`src/rtl/grc_pkg.sv`:
```
`timescale 1ns / 1ps
// ----------------------------------------------------------------------------
// grc_pkg: shared definitions for the grid ray-cast column core
// Fixed-point formats, field widths, register indexes, opcodes and the
// control bundle of the shared divider.
// ----------------------------------------------------------------------------
package grc_pkg;

    localparam int FRAC_BITS     = 16;
    localparam int ONE_FX        = 1 << FRAC_BITS;
    localparam int MAP_SIDE_DEF  = 64;
    localparam int MAX_STEPS_DEF = 128;

    localparam int CFG_IDX_W = 3;
    localparam int CFG_W     = 22;
    localparam int POS_W     = 22;
    localparam int VEC_W     = 19;
    localparam int SCR_W     = 13;
    localparam int CELL_W    = 6;
    localparam int COL_W     = 12;
    localparam int ROW_W     = 12;
    localparam int DIST_W    = 32;
    localparam int H_MAX     = 4096;

    localparam int COL2_W = COL_W + 1;
    localparam int CAM_W  = COL2_W + FRAC_BITS;
    localparam int CMW    = CAM_W + 1;
    localparam int RW     = 2 * FRAC_BITS + 3;
    localparam int DTW    = 2 * FRAC_BITS + 1;
    localparam int FW     = FRAC_BITS + 1;
    localparam int MA     = VEC_W;
    localparam int MB     = DTW + 1;
    localparam int PROD_W = MA + MB;
    localparam int LNW    = SCR_W + FRAC_BITS;

    localparam int DIV_CNT_W = 7;

    localparam logic [CFG_IDX_W-1:0] REG_POS_X   = 3'd0;
    localparam logic [CFG_IDX_W-1:0] REG_POS_Y   = 3'd1;
    localparam logic [CFG_IDX_W-1:0] REG_DIR_X   = 3'd2;
    localparam logic [CFG_IDX_W-1:0] REG_DIR_Y   = 3'd3;
    localparam logic [CFG_IDX_W-1:0] REG_PLANE_X = 3'd4;
    localparam logic [CFG_IDX_W-1:0] REG_PLANE_Y = 3'd5;
    localparam logic [CFG_IDX_W-1:0] REG_SCR_W   = 3'd6;
    localparam logic [CFG_IDX_W-1:0] REG_SCR_H   = 3'd7;

    localparam logic OP_WRITE = 1'b0;
    localparam logic OP_CAST  = 1'b1;

    typedef struct packed {
        logic                 start;
        logic [DIV_CNT_W-1:0] count;
    } t_div_ctl;

endpackage

```
`src/rtl/grc_div.sv`:
```
`timescale 1ns / 1ps
// ----------------------------------------------------------------------------
// grc_div: bit-serial restoring divider
// Produces one quotient bit per cycle. The numerator arrives aligned to the
// top of the word and the count gives the number of quotient bits.
// ----------------------------------------------------------------------------
module grc_div import grc_pkg::*; #(
    parameter int NW = 42,
    parameter int DW = 35
) (
    input  logic          i_clk,
    input  logic          i_rst_n,
    input  t_div_ctl      i_ctl,
    input  logic [NW-1:0] i_num,
    input  logic [DW-1:0] i_den,
    output logic          o_done,
    output logic [NW-1:0] o_quo
);

    logic [NW-1:0]        r_quo;
    logic [DW-1:0]        r_rem;
    logic [DW-1:0]        r_den;
    logic [DIV_CNT_W-1:0] r_cnt;
    logic                 r_busy;
    logic                 r_done;
    logic [DW:0]          w_cat;
    logic                 w_ge;
    logic [DW-1:0]        n_rem;

    always_comb begin
        w_cat = {r_rem, r_quo[NW-1]};
        w_ge  = (w_cat >= {1'b0, r_den});
        n_rem = w_ge ? DW'(w_cat - {1'b0, r_den}) : w_cat[DW-1:0];
    end

    always_ff @(posedge i_clk) begin
        if (!i_rst_n) begin
            r_busy <= 1'b0;
            r_cnt  <= '0;
            r_done <= 1'b0;
        end else begin
            r_done <= 1'b0;
            if (i_ctl.start) begin
                r_busy <= 1'b1;
                r_cnt  <= i_ctl.count;
            end else if (r_busy) begin
                r_cnt <= r_cnt - DIV_CNT_W'(1);
                if (r_cnt == DIV_CNT_W'(1)) begin
                    r_busy <= 1'b0;
                    r_done <= 1'b1;
                end
            end
        end
    end

    always_ff @(posedge i_clk) begin
        if (i_ctl.start) begin
            r_quo <= i_num;
            r_rem <= '0;
            r_den <= i_den;
        end else if (r_busy) begin
            r_quo <= {r_quo[NW-2:0], w_ge};
            r_rem <= n_rem;
        end
    end

    assign o_done = r_done;
    assign o_quo  = r_quo;

endmodule
```
`config.mk`:
```
export PLATFORM = sky130hd
export DESIGN_NAME = grc_div
export DESIGN_NICKNAME = d
export VERILOG_FILES = /design/src/rtl/grc_pkg.sv /design/src/rtl/grc_div.sv
export SDC_FILE = /design/constraint.sdc
export NUM_CORES = 1
export LEC_CHECK = 0
export BUFFER_PORTS_ARGS = -buffer_cell sky130_fd_sc_hd__buf_4
export CORE_ASPECT_RATIO = 0.8
export CORE_MARGIN = 2
export CORE_UTILIZATION = 51
export DETAILED_ROUTE_END_ITERATION = 8
export HOLD_SLACK_MARGIN = 0.08
export PLACE_DENSITY = 0.84
export SLEW_MARGIN = 20
export SYNTH_ARGS = -nofsm -noshare
export SYNTH_HDL_FRONTEND = slang
export SYNTH_SLANG_ARGS = --single-unit
```
`constraint.sdc`:
```
create_clock -name i_clk -period 2.89 [get_ports i_clk]
set_clock_uncertainty 0.1 [all_clocks]
set_input_delay 0.1445 -clock i_clk [delete_from_list [all_inputs] [get_ports i_clk]]
set_output_delay 0.1445 -clock i_clk [all_outputs]
set_load 0.02 [all_outputs]
```
==> run metrics <==
run status finished clean; Hold WS 0.344 ns; final hold violations 0; Starting Density 0.521; via/cell ratio roughly 5.6; CP Max Fanout 6; commonest cells in the netlist 77 x edfxtp_1, 73 x nand2_1, 56 x a21oi_1; reg2reg end r_rem[23]$_SDFFE_PP0P_; first-pass GRT wire length 31.2 mm; FF+latch count, synth 121; Wirelength per Cell 17.7 um; core area 13500 um2; CP Launch Type flip-flop; worst skew pair latency approximately 0.42 ns; Bufs on Longest Clock Path 2; Synth top area share 0.329; H-tree levels 4; Worst Hold Endpoint r_den[28]$_DFFE_PP_; register area 3190 um2; relative slew slack 0.587; Via Count 6406; IO Port Bufs 129; ANT cells 0; Tightest Pin Transition 0.620 ns; post-route cell area between 10000 and 15000 um2; gr ovfl total 0; Min-Delay Path Class in2reg; Setup-failing EPs final 0; Tcrit/Tclk final 0.995; share of cells above drive strength 1 0.321; WL final 20.2 mm; Hold Path Stages 2; fmax 348 MHz; Die W 135 um; DPL Wire Length 12.3 mm; met2 WL 9.51 mm; Pre-antenna DRT Iters 5; ranking of synthesized cells by area edfxtp_1 33%, dfxtp_1 13%, mux2_2 6.9%, ha_1 6.6%, a21oi_1 4.0%; Syn-to-layout area delta 44.4%; num rows 38; Max VDD drop 476 uV; die area 14700 um2; slack of the worst reg-to-reg path between 0.01 and 0.015 ns; largest net degree at the start of global routing slightly below 80; post-synthesis instance total 694; worst r2r path cells 12; Antenna Nets Post-Route 0; Power Dens Cells 564 nW/um2; number of synthesized flops with an enable pin 77; CP arrival 3.05 ns; unrepaired setup endpoints after global routing yes; Max Slew Vio Count 0; TritonCTS buffer count 17; initial antenna violation count 0; most common cell in the netlist edfxtp_1; Netlist cell types 72; min-delay src i_den[28]; area leader, netlist edfxtp_1; Synth warnings 0; Final Wtd Congestion 1.03; clock transition at the registers of the reported paths 0.06 ns; uppermost layer routed met4; fillers 862; Leak ~0.0043 uW; Power, Total 5720 uW; initial drt markers 451; root buffer cell clkbuf_16; mapped cell area 7030 um2; Req. time, crit path 3.06 ns; async set-reset flop share out of synthesis 0; met1 WL 8.64 mm; total track usage 0.277; syn_nets 819; Final Non-Filler Cells ~1100; I/O pin count between 100 and 150; dpl cell area 8450 um2; CTS tree done; CTS sink cnt 121; Worst Setup Path Type reg2reg; Min Clock Period, post-route 2.88 ns; Inst Count DP 1016; Final #Nets 1074; Mapped Avg Cell Area 10.1 um2; Top FF cell, synth edfxtp_1; met3 wire len 1.53 mm; DR DRC count 0; CP endpoint kind flip-flop; Max Cap Violations 0; vias in the first global route 6241; die height ~110 um; sequential area share after synthesis 0.454; multi-input logic area about 3700 um2; RR Startpoint o_quo[41]$_DFFE_PP_
## stage by stage
step	TNS [ns]	util	worst slack [ns]
CTS	0	0.731	0.0242
global placement	0	0.625	0.0420
finish	0	0.752	0.0140
detailed placement	-0.0681	0.625	-0.0302
floorplan	0	-	0.0783
global route	-1.05	0.752	-0.129
## cell families (layout without fill, tap and decap cells)
group	after synthesis	in the layout	synth area share
flip-flops	121	121	0.454
AND/OR/NAND/NOR	198	198	0.134
buffers and inverters	86	354	0.0527
adder cells (fa/ha/maj)	38	38	0.0687
AO/OA/AOI/OAI	176	176	0.180
multiplexers	47	47	0.0749
XOR/XNOR	28	28	0.0349
## report_power, final
part	internal [uW]	switching [uW]	leakage, uW	total [uW]
Sequential	2020	111	0.00113	2130
Clock	1180	794	0.000259	1970
Combinational	781	840	0.00295	1620
Total	3980	1740	0.00433	5720
## metal layers
metal	GRT usage	vias to the layer above
met5	0	-
met4	0.107	0
met3	0.0786	53
met2	0.454	282
met1	0.351	3037
li1	-	3034
## timing repair
item / in CTS / in global routing
cloned: 0 / 1
setup buffers: 0 / 5
pin swaps: 0 / 19
endpoints found under the setup margin: 5 / 30
gates resized for setup: 2 / 42
endpoints found under the hold margin: 100 / 0
hold buffers: 88 / 0
## cells in the final DEF, fill, tap and decap left out, drive strengths merged, types with 9 or more instances in the layout
cell type / count
buf: 182
dlygate4sd3: 88
edfxtp: 77
nand2: 73
a21oi: 57
nor2: 53
inv: 51
mux2: 45
dfxtp: 44
ha: 37
o21ai: 28
clkbuf: 21
a311oi: 17
xnor2: 16
a21o: 13
nand3: 13
xor2: 12
and3: 10
and2: 10
nor3: 10
a211oi: 10
clkinv: 9
## how the worst max path moves through the flow
stage / endpoint / cells after the start / from
floorplan: o_quo[0]$_DFFE_PP_ / 11 / o_quo[41]$_DFFE_PP_
global placement: r_rem[21]$_SDFFE_PP0P_ / 13 / o_quo[41]$_DFFE_PP_
detailed placement: o_quo[0]$_DFFE_PP_ / 11 / o_quo[41]$_DFFE_PP_
CTS: r_rem[8]$_SDFFE_PP0P_ / 11 / o_quo[41]$_DFFE_PP_
global route: r_rem[23]$_SDFFE_PP0P_ / 12 / o_quo[41]$_DFFE_PP_
finish: r_rem[23]$_SDFFE_PP0P_ / 12 / o_quo[41]$_DFFE_PP_
## sequential cells by signal, summed over array words and instances, names as in the netlist
| register | flops |
|---|---|
| r_rem | 35 |
| r_cnt | 7 |
| r_busy | 1 |
| r_den | 35 |
| o_quo | 42 |
| o_done | 1 |
## worst max-delay path: stages (launching register included)
cell	delay [ns]
edfxtp_1	0.38
inv_1	0.08
ha_2	0.20
fa_2	0.25
nor2b_4	0.06
o31ai_4	0.30
a211oi_2	0.14
o31ai_2	0.33
o211ai_1	0.18
buf_4	0.21
mux2_4	0.29
mux2i_1	0.15
a311oi_1	0.06
## final cells by class
class                           count  share of cell area
Tap cell                          180              0.0222
Inverter                           51              0.0189
Clock inverter                     12              0.0101
Timing Repair Buffer              271               0.228
Multi-Input combinational cell    487               0.363
Clock buffer                       20              0.0430
Sequential cell                   121               0.315
Power figures use the tool's default switching activity.
